--- src/hdl/mqpp_pkg.sv ---
package mqpp_pkg;

    // Command codes of an input word
    localparam logic [1:0] CMD_ACCESS = 2'd0;
    localparam logic [1:0] CMD_APPEND = 2'd1;
    localparam logic [1:0] CMD_EVICT  = 2'd2;
    localparam logic [1:0] CMD_PEEK   = 2'd3;

    // Outcome codes of a result word
    localparam logic [1:0] OUT_NEW   = 2'd0;
    localparam logic [1:0] OUT_TAIL  = 2'd1;
    localparam logic [1:0] OUT_PROM  = 2'd2;
    localparam logic [1:0] OUT_EMPTY = 2'd3;

    localparam logic [10:0] COUNT_MAX = 11'd2047;

    typedef struct packed {
        logic [1:0]  command;
        logic [9:0]  page;
        logic [2:0]  level;
        logic [15:0] access_count;
    } req_t;

    typedef struct packed {
        logic [2:0]  new_level;
        logic [9:0]  head_page;
        logic [10:0] queue_size;
        logic [1:0]  outcome;
    } res_t;

    // Datapath operations issued by the controller, one per cycle
    typedef enum logic [4:0] {
        DP_NOP,
        DP_CLEAR,
        DP_LOAD,
        DP_SRCH_RD,
        DP_SRCH_ADV,
        DP_FND_RD,
        DP_FND_UNLINK,
        DP_FND_CLR,
        DP_APP_CLR,
        DP_APP_HEAD_SET,
        DP_APP_RD_CUR,
        DP_APP_STEP,
        DP_APP_LINK,
        DP_EV_RD,
        DP_EV_POP,
        DP_PEEK,
        DP_EMPTY,
        DP_RESULT
    } dp_op_t;

    typedef struct packed {
        dp_op_t op;
    } dp_cmd_t;

    typedef struct packed {
        logic [1:0] command;
        logic       page_ok;
        logic       cur_zero;
        logic       cur_hit;
        logic       steps_max;
        logic       rd_zero;
        logic       clr_last;
        logic       qhead_zero;
    } dp_stat_t;

endpackage

--- src/hdl/mqpp_ctrl.sv ---
module mqpp_ctrl
    import mqpp_pkg::*;
(
    input  logic     clk,
    input  logic     rst_n,
    input  logic     start,
    input  dp_stat_t stat,
    output dp_cmd_t  cmd,
    output logic     busy,
    output logic     done
);

    typedef enum logic [3:0] {
        ST_CLEAR,
        ST_IDLE,
        ST_DISPATCH,
        ST_SRCH,
        ST_SRCH_W,
        ST_FND_W,
        ST_FND_CLR,
        ST_APP_CLR,
        ST_APP_HEAD,
        ST_APP_W,
        ST_EV_W,
        ST_DONE
    } state_t;

    state_t state_reg;
    state_t state_next;
    logic   done_reg;

    always_comb
    begin
        state_next = state_reg;
        cmd.op     = DP_NOP;
        case (state_reg)
            ST_CLEAR:
            begin
                cmd.op = DP_CLEAR;
                if (stat.clr_last)
                    state_next = ST_IDLE;
            end
            ST_IDLE:
            begin
                if (start)
                begin
                    cmd.op     = DP_LOAD;
                    state_next = ST_DISPATCH;
                end
            end
            ST_DISPATCH:
            begin
                case (stat.command)
                    CMD_ACCESS:
                        state_next = stat.page_ok ? ST_SRCH : ST_DONE;
                    CMD_APPEND:
                        state_next = stat.page_ok ? ST_APP_CLR : ST_DONE;
                    CMD_EVICT:
                    begin
                        if (stat.qhead_zero)
                        begin
                            cmd.op     = DP_EMPTY;
                            state_next = ST_DONE;
                        end
                        else
                        begin
                            cmd.op     = DP_EV_RD;
                            state_next = ST_EV_W;
                        end
                    end
                    default:
                    begin
                        cmd.op     = stat.qhead_zero ? DP_EMPTY : DP_PEEK;
                        state_next = ST_DONE;
                    end
                endcase
            end
            ST_SRCH:
            begin
                if (stat.cur_zero || stat.steps_max)
                    state_next = ST_APP_CLR;
                else if (stat.cur_hit)
                begin
                    cmd.op     = DP_FND_RD;
                    state_next = ST_FND_W;
                end
                else
                begin
                    cmd.op     = DP_SRCH_RD;
                    state_next = ST_SRCH_W;
                end
            end
            ST_SRCH_W:
            begin
                cmd.op     = DP_SRCH_ADV;
                state_next = ST_SRCH;
            end
            ST_FND_W:
            begin
                cmd.op     = DP_FND_UNLINK;
                state_next = ST_FND_CLR;
            end
            ST_FND_CLR:
            begin
                cmd.op     = DP_FND_CLR;
                state_next = ST_APP_CLR;
            end
            ST_APP_CLR:
            begin
                cmd.op     = DP_APP_CLR;
                state_next = ST_APP_HEAD;
            end
            ST_APP_HEAD:
            begin
                if (stat.cur_zero)
                begin
                    cmd.op     = DP_APP_HEAD_SET;
                    state_next = ST_DONE;
                end
                else
                begin
                    cmd.op     = DP_APP_RD_CUR;
                    state_next = ST_APP_W;
                end
            end
            ST_APP_W:
            begin
                if (stat.rd_zero || stat.steps_max)
                begin
                    cmd.op     = DP_APP_LINK;
                    state_next = ST_DONE;
                end
                else
                    cmd.op = DP_APP_STEP;
            end
            ST_EV_W:
            begin
                cmd.op     = DP_EV_POP;
                state_next = ST_DONE;
            end
            ST_DONE:
            begin
                cmd.op     = DP_RESULT;
                state_next = ST_IDLE;
            end
            default:
            begin
                state_next = ST_IDLE;
            end
        endcase
    end

    always_ff @(posedge clk or negedge rst_n)
    begin
        if (!rst_n)
        begin
            state_reg <= ST_CLEAR;
            done_reg  <= 1'b0;
        end
        else
        begin
            state_reg <= state_next;
            done_reg  <= (state_reg == ST_DONE);
        end
    end

    assign busy = (state_reg != ST_IDLE);
    assign done = done_reg;

endmodule

--- config.mk ---
export PLATFORM = sky130hd
export DESIGN_NAME = mqpp_ctrl
export DESIGN_NICKNAME = d
export VERILOG_FILES = /design/src/hdl/mqpp_pkg.sv /design/src/hdl/mqpp_ctrl.sv
export SDC_FILE = /design/constraint.sdc
export NUM_CORES = 1
export LEC_CHECK = 0
export BUFFER_PORTS_ARGS = -buffer_cell sky130_fd_sc_hd__buf_4
export CAP_MARGIN = 0
export CORE_AREA = 2 2 39 41
export CTS_BUF_LIST = sky130_fd_sc_hd__clkbuf_4
export DETAILED_ROUTE_END_ITERATION = 8
export DIE_AREA = 0 0 41 43
export REMOVE_ABC_BUFFERS = 1
export SYNTH_ARGS = -nofsm -noshare
export SYNTH_HDL_FRONTEND = slang
export SYNTH_SLANG_ARGS = --single-unit
--- constraint.sdc ---
create_clock -name clk -period 3.45 [get_ports clk]
set_clock_uncertainty 0.15 [all_clocks]
set_input_delay 0.1725 -clock clk [delete_from_list [all_inputs] [get_ports clk]]
set_output_delay 0.1725 -clock clk [all_outputs]
set_load 0.005 [all_outputs]
Word level (Yosys, flattened, before mapping)
Cells that the tools add are included.
- equal/unequal tests: 17
- multiplexer cells: 20
- reduce and logical (&&, ||, !) cells: 6
- operator list (cell ; number):
    5-bit one-hot mux with 12 select lines ; 1
    4-bit one-hot mux with 11 select lines ; 1
    4-bit two-way mux ; 5
    4-bit by 3-bit equality test with 1-bit output, second input constant ; 4
    4-bit equality test, second input constant ; 4
    4-bit one-hot mux with 3 select lines ; 1
    5-bit two-way mux ; 2
    5-bit one-hot mux with 2 select lines ; 1
    3-bit two-way mux ; 3
    4-bit by 2-bit equality test with 1-bit output, second input constant ; 2
    2-bit two-way mux ; 4
    2-bit inequality test, second input constant ; 3
    4-bit by 1-bit equality test with 1-bit output, second input constant ; 1
    4-bit zero test ; 1
    4-bit by 1-bit inequality test with 1-bit output, second input constant ; 1
    3-bit AND reduction ; 1
    2-bit by 1-bit equality test with 1-bit output, second input constant ; 1
    2-bit equality test, second input constant ; 1
    2-bit zero test ; 1
    1-bit logical OR ; 2
    1-bit two-way mux ; 2
    2-bit OR reduction ; 1
- bits in registers: 5
- input bits: 12
- output and inout port bits: 7
- word-level logic and storage cells: 45

Longest topological paths before layout
Gate-level depths: netlist of run 1.
- depth after elaboration: 4
- mapped depth: 5
- mapped depth without buffers: 4

Worst setup path before layout of run 1
No wires, ideal clock.
- path kind: reg-to-output
- from: register state_reg[0]
- to: output cmd[1] (netlist bit)
- arrival time: 1056 ps
- path slack: 2072 ps
- cell stages (with the launch flop): 5
- path buffers: 0
- cell sequence: dfrtp_1 > nand2b_1 > nor2_1 > a221oi_1 > o31ai_1
- RTL lines (what ; line ; source):
    start: declaration ; mqpp_ctrl.sv:28 ; state_t state_reg;
    start signal: assignment ; mqpp_ctrl.sv:162 ; state_reg <= state_next;
    end: declaration ; mqpp_ctrl.sv:8 ; output dp_cmd_t cmd,

==> flow_summary.toml, run 1 <==
[clock_tree]
ctsResizeCount = 0
clk_pin_slew_ns = 0.04
clk_path_buf_depth = 2
cts_buffers = 3
htreeDepth = 1
cts-root-buf = "clkbuf_4"
clk_latency_ns = 0.24
numClockSinks = 5
cts_tree = "done"

[critical_path]
worstPathArrival_ns = 1.76
rr_worst_depth = 3
r2r_slack_ns = 1.92
rr_endpoint = "state_reg[1]"
reg2reg_from = "state_reg[0]"
path_cells = "nand2b_1 > nor2_1 > a221oi_1 > o31ai_1 > buf_4"
critical_path_class = "reg -> out"
cp_slowest_cell = "dfrtp_1"
end_kind = "primary output"
cp.depth = 5
critPathLaunchType = "flop"
critical_path.max_fanout = 15
max_stage_delay_ns = 0.61
crit_buf_inv = 1
critPathTopFamily = "flip-flops"
cp.required_ns = 3.13

[placement]
place_inst = 98
hpwlAfterDp_um = 971
gp_congestion = 0.838
portBuffers = 18

[min_path]
holdPathEnd = "state_reg[0]"
hp-class = "in -> reg"
min-delay-start = "start"
whs_path_depth = 2

[cells_and_area]
n_antenna_cell = 0
nNetsFinal = 100
fin_cells = 103
ff_latch_area_um2 = 125
final_cell_mix = "buf_4 (18), a21oi_1 (11), nor2_1 (9), nand2b_1 (7), dfrtp_1 (5)"
largest_register_ffs = 4
area_delta_synth_final_pct = 32.5
multi_input_area_um2 = 349
final_common_cell = "buf_4"
nFillCells = 134
final_layout_size_suffix_gt1_share_pct = 28.7

[floorplanning]
die_height_um = 43
rows = 14
coreArea_um2 = 1380
die_x_um = 41
io-pin-count = 19
start_util_pct = 37.0
dieArea_um2 = 1760

[grt]
grt_pass1_wl_mm = 2.19
first_global_vias = 510
antenna_found_initial = 0
grt_util_all_layers_pct = 18.1
overflow = 0
grt_max_degree = 19

[status]
status = "complete, no violations"

[drt]
vias_per_cell = 5.52
totalWireLength_mm = 1.31
drtIter0Drc = 20
via_count = 569
drc = 0
post_drt_wl_per_cell_um = 12.7
drtPass1Iterations = 4
drtAntennaViolNets = 0

[timing]
worst_pin_slew_ns = 0.546
rsz0062_at_grt = "no"
relSlewSlack_pct = 63.6
max_clock_freq_mhz = 480
finalSetupViolCount = 0
maxSlewViolCount = 0
fin_crit_ns = 2.09
report.final.hold_viol_count = 0
hold_slack_ns = 0.0238
fin_crit_sh_pct = 60.4
setup_tns_ns = 0

[synth]
yosysWarnings = 0
asyncSetResetFlopFracSynth_pct = 100
netlist_area_um2 = 512
synth_edf_count = 0
ys_seq_elements = 5
ys_seq_area_share_pct = 24.4
syn_avg_cell_area_um2 = 7.42
netlist_instances = 69
synth.distinct_cells = 33
synth_ff_type = "dfrtp_1"

[power]
p_seq_share_pct = 29.7
leakagePower_nw = 0.292
power.density_nw_per_um2 = 862
p_comb_share_pct = 59.1
peakVddDrop_uv = 287
p_total_w = 0.000585
power.internal_w = 0.000309
p_sw_w = 0.000276
power.share.switching_pct = 47.2
clkPwrFrac_pct = 11.2

[run]
drv_cap = 0
==> per-stage QoR <==
step,utilization [%],cell area (um^2),worst slack [ns]
2_1_floorplan,-,485,1.93
3_3_place_gp,46.3,641,1.69
3_5_place_dp,46.3,641,1.65
4_1_cts,49.0,678,1.38
5_1_grt,49.0,678,1.26
6_report,49.0,678,1.36
==> synthesized netlist by cell type (2+ instances only) <==
cell	count	area, um^2
buf_2	3	15.0
o31ai_1	2	15.0
nand2b_1	7	43.8
a21oi_1	11	55.1
nand2_1	2	7.51
nor2_1	9	33.8
dfrtp_1	5	125
inv_1	2	7.51
nor3_1	2	10.0
o22ai_1	3	18.8
==> cell families (layout without fill, tap and decap cells) <==
group / count (synthesis) / in the layout / synth area share (%)
compound gates: 30 / 30 / 41.1
buf+inv: 8 / 26 / 7.33
simple gates: 25 / 25 / 25.2
flops: 5 / 5 / 24.4
mux: 1 / 1 / 1.96
==> worst max-delay path by stage <==
stage | slack [ns] | end | start
finish | 1.36 | cmd[1] | state_reg[0]
global route | 1.26 | cmd[1] | state_reg[0]
CTS | 1.38 | cmd[1] | state_reg[0]
detailed placement | 1.65 | cmd[1] | state_reg[0]
global placement | 1.69 | cmd[1] | state_reg[0]
floorplan | 1.93 | cmd[1] | state_reg[0]
==> area by class of cell <==
cell class / count / area share [%]
repair buffers: 19 / 21.4
well taps: 16 / 2.95
multi-input cells: 56 / 51.5
flip-flops and latches: 5 / 18.5
clock buffers: 3 / 3.32
clock inverters: 1 / 0.738
inverters: 3 / 1.66
==> repair_timing <==
action	CTS	global route
buffers inserted	0	0
hold endpoints to repair	5	0
hold buffers	1	0
==> power by group through the flow <==
| stage | logic [W] | clock network (W) | registers [W] |
|---|---|---|---|
| finish | 0.000346 | 0.0000657 | 0.000174 |
| global placement | 0.000344 | 0 | 0.000172 |
| global route | 0.000387 | 0.0000738 | 0.000184 |
| floorplan | 0.000224 | 0 | 0.000150 |
| CTS | 0.000346 | 0.0000676 | 0.000170 |
| detailed placement | 0.000343 | 0 | 0.000171 |
==> layer usage <==
layer  track usage, %  share of wire, %  vias up
met4             8.00              0.99        0
li1                 -                 -      299
met3             3.14               4.8        2
met1             24.3                47      249
met2             27.2                47       19
met5                0                 0        -
(Power assumes the default switching activity.)
==> run 2, diff against run 1 <==
==> constraint.sdc (replaced) <==
create_clock -name clk -period 2 [get_ports clk]
set_clock_uncertainty 0.15 [all_clocks]
set_input_delay 0.1 -clock clk [delete_from_list [all_inputs] [get_ports clk]]
set_output_delay 0.1 -clock clk [all_outputs]
set_load 0.005 [all_outputs]
==> run 2 against run 1 <==
Effect of this change:
- cell count is 2.9% higher
- first-iteration DRC count shrank 55%
- hold slack improved by 0.025 ns
==> flow_summary.toml, run 2 (synthesis gave the netlist of run 1 again) <==
[status]
status = "complete, no violations"

[cells_and_area]
fin_cells = 106
area_delta_synth_final_pct = 38.6
nNetsFinal = 103
final_layout_size_suffix_gt1_share_pct = 33.3
nFillCells = 152
multi_input_area_um2 = 349
ff_latch_area_um2 = 129
final_cell_mix = "buf_4 (20), a21oi_1 (11), nor2_1 (9), nand2b_1 (7), clkbuf_4 (4)"
final_common_cell = "buf_4"
largest_register_ffs = 4
n_antenna_cell = 0

[clock_tree]
clk_path_buf_depth = 2
clk_pin_slew_ns = 0.05
cts-root-buf = "clkbuf_4"
cts_buffers = 3
htreeDepth = 1
cts_tree = "done"
clk_latency_ns = 0.24
numClockSinks = 5
postCtsSetupBuffers = 0

[timing]
max_clock_freq_mhz = 537
report.final.hold_viol_count = 0
rsz0062_at_grt = "no"
fin_crit_ns = 1.86
relSlewSlack_pct = 72.9
fin_crit_sh_pct = 93.2
setup_tns_ns = 0
maxSlewViolCount = 0
finalSetupViolCount = 0
worst_pin_slew_ns = 0.397

[critical_path]
end_kind = "primary output"
worstPathArrival_ns = 1.61
critical_path.max_fanout = 10
r2r_slack_ns = 0.52
critical_path_class = "reg -> out"
critPathLaunchType = "flop"
cp.required_ns = 1.75

[drt]
drtIter0Drc = 9
vias_per_cell = 5.74
totalWireLength_mm = 1.45
drtAntennaViolNets = 0
via_count = 608
post_drt_wl_per_cell_um = 13.7
drc = 0
drtPass1Iterations = 4

[floorplanning]
die_x_um = 41
coreArea_um2 = 1380
start_util_pct = 37.0
io-pin-count = 19
die_height_um = 43
rows = 14
dieArea_um2 = 1760

[grt]
grt_max_degree = 17
first_global_vias = 543
grt_pass1_wl_mm = 2.35
grt_util_all_layers_pct = 19.2
antenna_found_initial = 0
overflow = 0

[min_path]
hp-class = "in -> async"

[placement]
portBuffers = 18
hpwlAfterDp_mm = 1.06
place_inst = 100
gp_congestion = 0.849

[run]
drv_cap = 0

[power]
power.density_nw_per_um2 = 1510
p_total_w = 0.00107
peakVddDrop_uv = 566
leakagePower_nw = 0.304
[run 2: cell type report]
type	instances	share of cell area [%]
Multi-Input combinational cell	56	49.2
Timing Repair Buffer	22	24.0
Sequential cell	5	18.2
Clock buffer	4	4.23
Tap cell	16	2.82
Inverter	3	1.59
[run 2: final timing paths]
check                              from           end  cells past startpoint
min in group clk                stat[6]  state_reg[3]                      4
setup reg to reg           state_reg[2]  state_reg[1]                      3
hold / removal                    rst_n  state_reg[1]                      2
max in group asynchronous         rst_n  state_reg[3]                      2
hold reg to reg            state_reg[3]  state_reg[2]                      1
setup / recovery           state_reg[0]        cmd[1]                      5
[run 2: power by group]
group          leakage [nW]  internal (W)  switching, W
logic                 0.227      0.000339      0.000316
clock network        0.0184     0.0000890     0.0000419
registers            0.0580      0.000152      0.000130
[run 2: stage by stage]
stage / cell area [um^2] / hold slack [ns] / setup WS (ns) / utilization [%]
6_report: 709 / 0.0488 / 0.137 / 51.3
3_5_place_dp: 656 / -0.245 / 0.337 / 47.4
4_1_cts: 706 / 0.0429 / 0.0665 / 51.0
5_1_grt: 709 / 0.0655 / 0.0556 / 51.3
3_3_place_gp: 656 / -0.247 / 0.387 / 47.4
2_1_floorplan: 485 / -0.346 / 0.555 / -
[run 2: worst max-delay path, cell delays in order, from the launching register on]
cell and delay [ns]:
dfrtp_2 0.46, nand2b_1 0.24, nor2_1 0.08, a221oi_1 0.35, o31ai_1 0.10, buf_4 0.14
[run 2: repair_timing]
| action | CTS | global route |
|---|---|---|
| resized for setup | 0 | 3 |
| endpoints found under the setup margin | 0 | 1 |
| hold endpoints to repair | 6 | 0 |
| hold buffers | 2 | 0 |
[run 2: routing by layer]
metal	wire [um]	up-vias	GRT usage [%]	part of all wire, %
li1	-	304	-	-
met3	80	2	3.14	5.5
met5	0	-	0	0
met2	684	22	28.7	47
met1	670	280	27.2	46
met4	13	0	6.00	0.90
==> run 3, diff against run 2 <==
--- a/config.mk
+++ b/config.mk
@@ -11,7 +11,6 @@
 export CTS_BUF_LIST = sky130_fd_sc_hd__clkbuf_4
 export DETAILED_ROUTE_END_ITERATION = 8
 export DIE_AREA = 0 0 41 43
-export REMOVE_ABC_BUFFERS = 1
 export SYNTH_ARGS = -nofsm -noshare
 export SYNTH_HDL_FRONTEND = slang
 export SYNTH_SLANG_ARGS = --single-unit
==> run 3 against run 2 <==
Effect of this change:
- sequential share of layout area shrank 0.80 points
- worst setup slack gained 0.039 ns
- hold slack lost 0.00055 ns
- total power up 1.5%
- final area increased by 1.6%
- sequential power shrank 22%
- wire length is 0.83% lower
- register-to-register slack got worse by 0.06 ns
- first-iteration DRC count rose by 33%
- cell count rose by 1.9%
- non-clock buffer count rose by 2
==> flow_summary.toml, run 3 (synthesis gave the netlist of run 1 again) <==
[status]
status = "complete, no violations"

[cells_and_area]
final_cell_mix = "buf_4 (22), a21oi_1 (11), nor2_1 (9), nand2b_1 (7), dfrtp_1 (5)"
final_common_cell = "buf_4"
nFillCells = 149
final_layout_size_suffix_gt1_share_pct = 31.5
area_delta_synth_final_pct = 40.8
nNetsFinal = 105
fin_cells = 108
n_antenna_cell = 0
largest_register_ffs = 4

[power]
p_sw_w = 0.000486
clkPwrFrac_pct = 11.6
p_seq_share_pct = 20.2
peakVddDrop_uv = 716
power.share.switching_pct = 44.9
power.density_nw_per_um2 = 1500
p_comb_share_pct = 68.2
leakagePower_nw = 0.316
power.internal_w = 0.000598

[floorplanning]
start_util_pct = 37.0
die_height_um = 43
io-pin-count = 19
coreArea_um2 = 1380
dieArea_um2 = 1760
die_x_um = 41
rows = 14

[timing]
setup_tns_ns = 0
relSlewSlack_pct = 74.9
fin_crit_ns = 1.82
max_clock_freq_mhz = 548
rsz0062_at_grt = "no"
finalSetupViolCount = 0
report.final.hold_viol_count = 0
worst_pin_slew_ns = 0.367
fin_crit_sh_pct = 91.2
maxSlewViolCount = 0

[drt]
drc = 0
totalWireLength_mm = 1.44
drtAntennaViolNets = 0
via_count = 632
drtPass1Iterations = 4
drtIter0Drc = 12
vias_per_cell = 5.85
post_drt_wl_per_cell_um = 13.3

[clock_tree]
clk_latency_ns = 0.24
htreeDepth = 1
numClockSinks = 5
cts_buffers = 3
cts_tree = "done"
cts-root-buf = "clkbuf_4"
clk_pin_slew_ns = 0.04
clk_path_buf_depth = 2
hold_buffers = 2
postCtsSetupBuffers = 0
ctsResizeCount = 0

[min_path]
hp-class = "in -> async"

[placement]
place_inst = 102
hpwlAfterDp_mm = 1.13
gp_congestion = 0.853
portBuffers = 18

[critical_path]
end_kind = "primary output"
critical_path_class = "reg -> out"
cp.required_ns = 1.75
critPathLaunchType = "flop"
worstPathArrival_ns = 1.57
critical_path.max_fanout = 14

[synth]
syn_nets = 81

[grt]
first_global_vias = 539
overflow = 0
grt_pass1_wl_mm = 2.37
antenna_found_initial = 0
grt_util_all_layers_pct = 19.3
grt_max_degree = 15

[run]
drv_cap = 0
run 3: changes by cell type in the layout (fill, tap and decap cells not counted):
cell,before,now
dfrtp_2,3,0
dfrtp_1,2,5
buf_4,20,22
run 3: area by class of cell:
cell class	instances	area (um^2)	area share [%]
Clock buffer	4	30.0	4.17
Inverter	3	11.3	1.56
Tap cell	16	20.0	2.78
Multi-Input combinational cell	56	349	48.4
Timing Repair Buffer	24	185	25.7
Sequential cell	5	125	17.4
run 3: worst paths after layout:
kind | startpoint | end | slack (ns) | cells after the start
hold reg to reg | state_reg[3] | done | 0.56 | 2
max in group asynchronous | rst_n | done | 1.54 | 2
setup / recovery | state_reg[0] | cmd[2] | 0.18 | 6
setup reg to reg | state_reg[1] | state_reg[0] | 0.46 | 5
min in group clk | stat[6] | state_reg[3] | 0.10 | 4
hold / removal | rst_n | state_reg[3] | 0.05 | 2
run 3: power groups by stage:
stage          combinational, W  clock [W]  sequential [W]
6_report               0.000739   0.000126        0.000219
5_1_grt                0.000813   0.000142        0.000229
4_1_cts                0.000742   0.000131        0.000217
3_5_place_dp           0.000737          0        0.000218
3_3_place_gp           0.000737          0        0.000215
2_1_floorplan          0.000509          0        0.000179
run 3: per-stage QoR:
| step | setup WS, ns | util [%] | total power [W] | hold WS (ns) | cell area, um^2 |
|---|---|---|---|---|---|
| after floorplan | 0.677 | - | 0.000688 | -0.346 | 512 |
| after global placement | 0.441 | 48.5 | 0.000952 | -0.245 | 671 |
| after detailed placement | 0.443 | 48.5 | 0.000955 | -0.246 | 671 |
| after CTS | 0.177 | 52.1 | 0.00109 | 0.0416 | 721 |
| after global routing | 0.0613 | 52.1 | 0.00118 | 0.0540 | 721 |
| final | 0.176 | 52.1 | 0.00108 | 0.0483 | 721 |
run 3: critical path: stages (launching register included):
cell and delay (ns):
dfrtp_1 0.34, buf_4 0.20, and2_1 0.25, and4b_1 0.22
a21oi_1 0.04, o22ai_1 0.15, buf_4 0.13
run 3: routing by layer:
| metal | wire (um) | part of all wire [%] | vias to the layer above | global-route usage (%) |
|---|---|---|---|---|
| met4 | 0 | 0 | 0 | 2.00 |
| met3 | 81 | 5.6 | 0 | 6.28 |
| met5 | 0 | 0 | - | 0 |
| met1 | 652 | 45 | 300 | 27.5 |
| li1 | - | - | 312 | - |
| met2 | 703 | 49 | 20 | 28.7 |
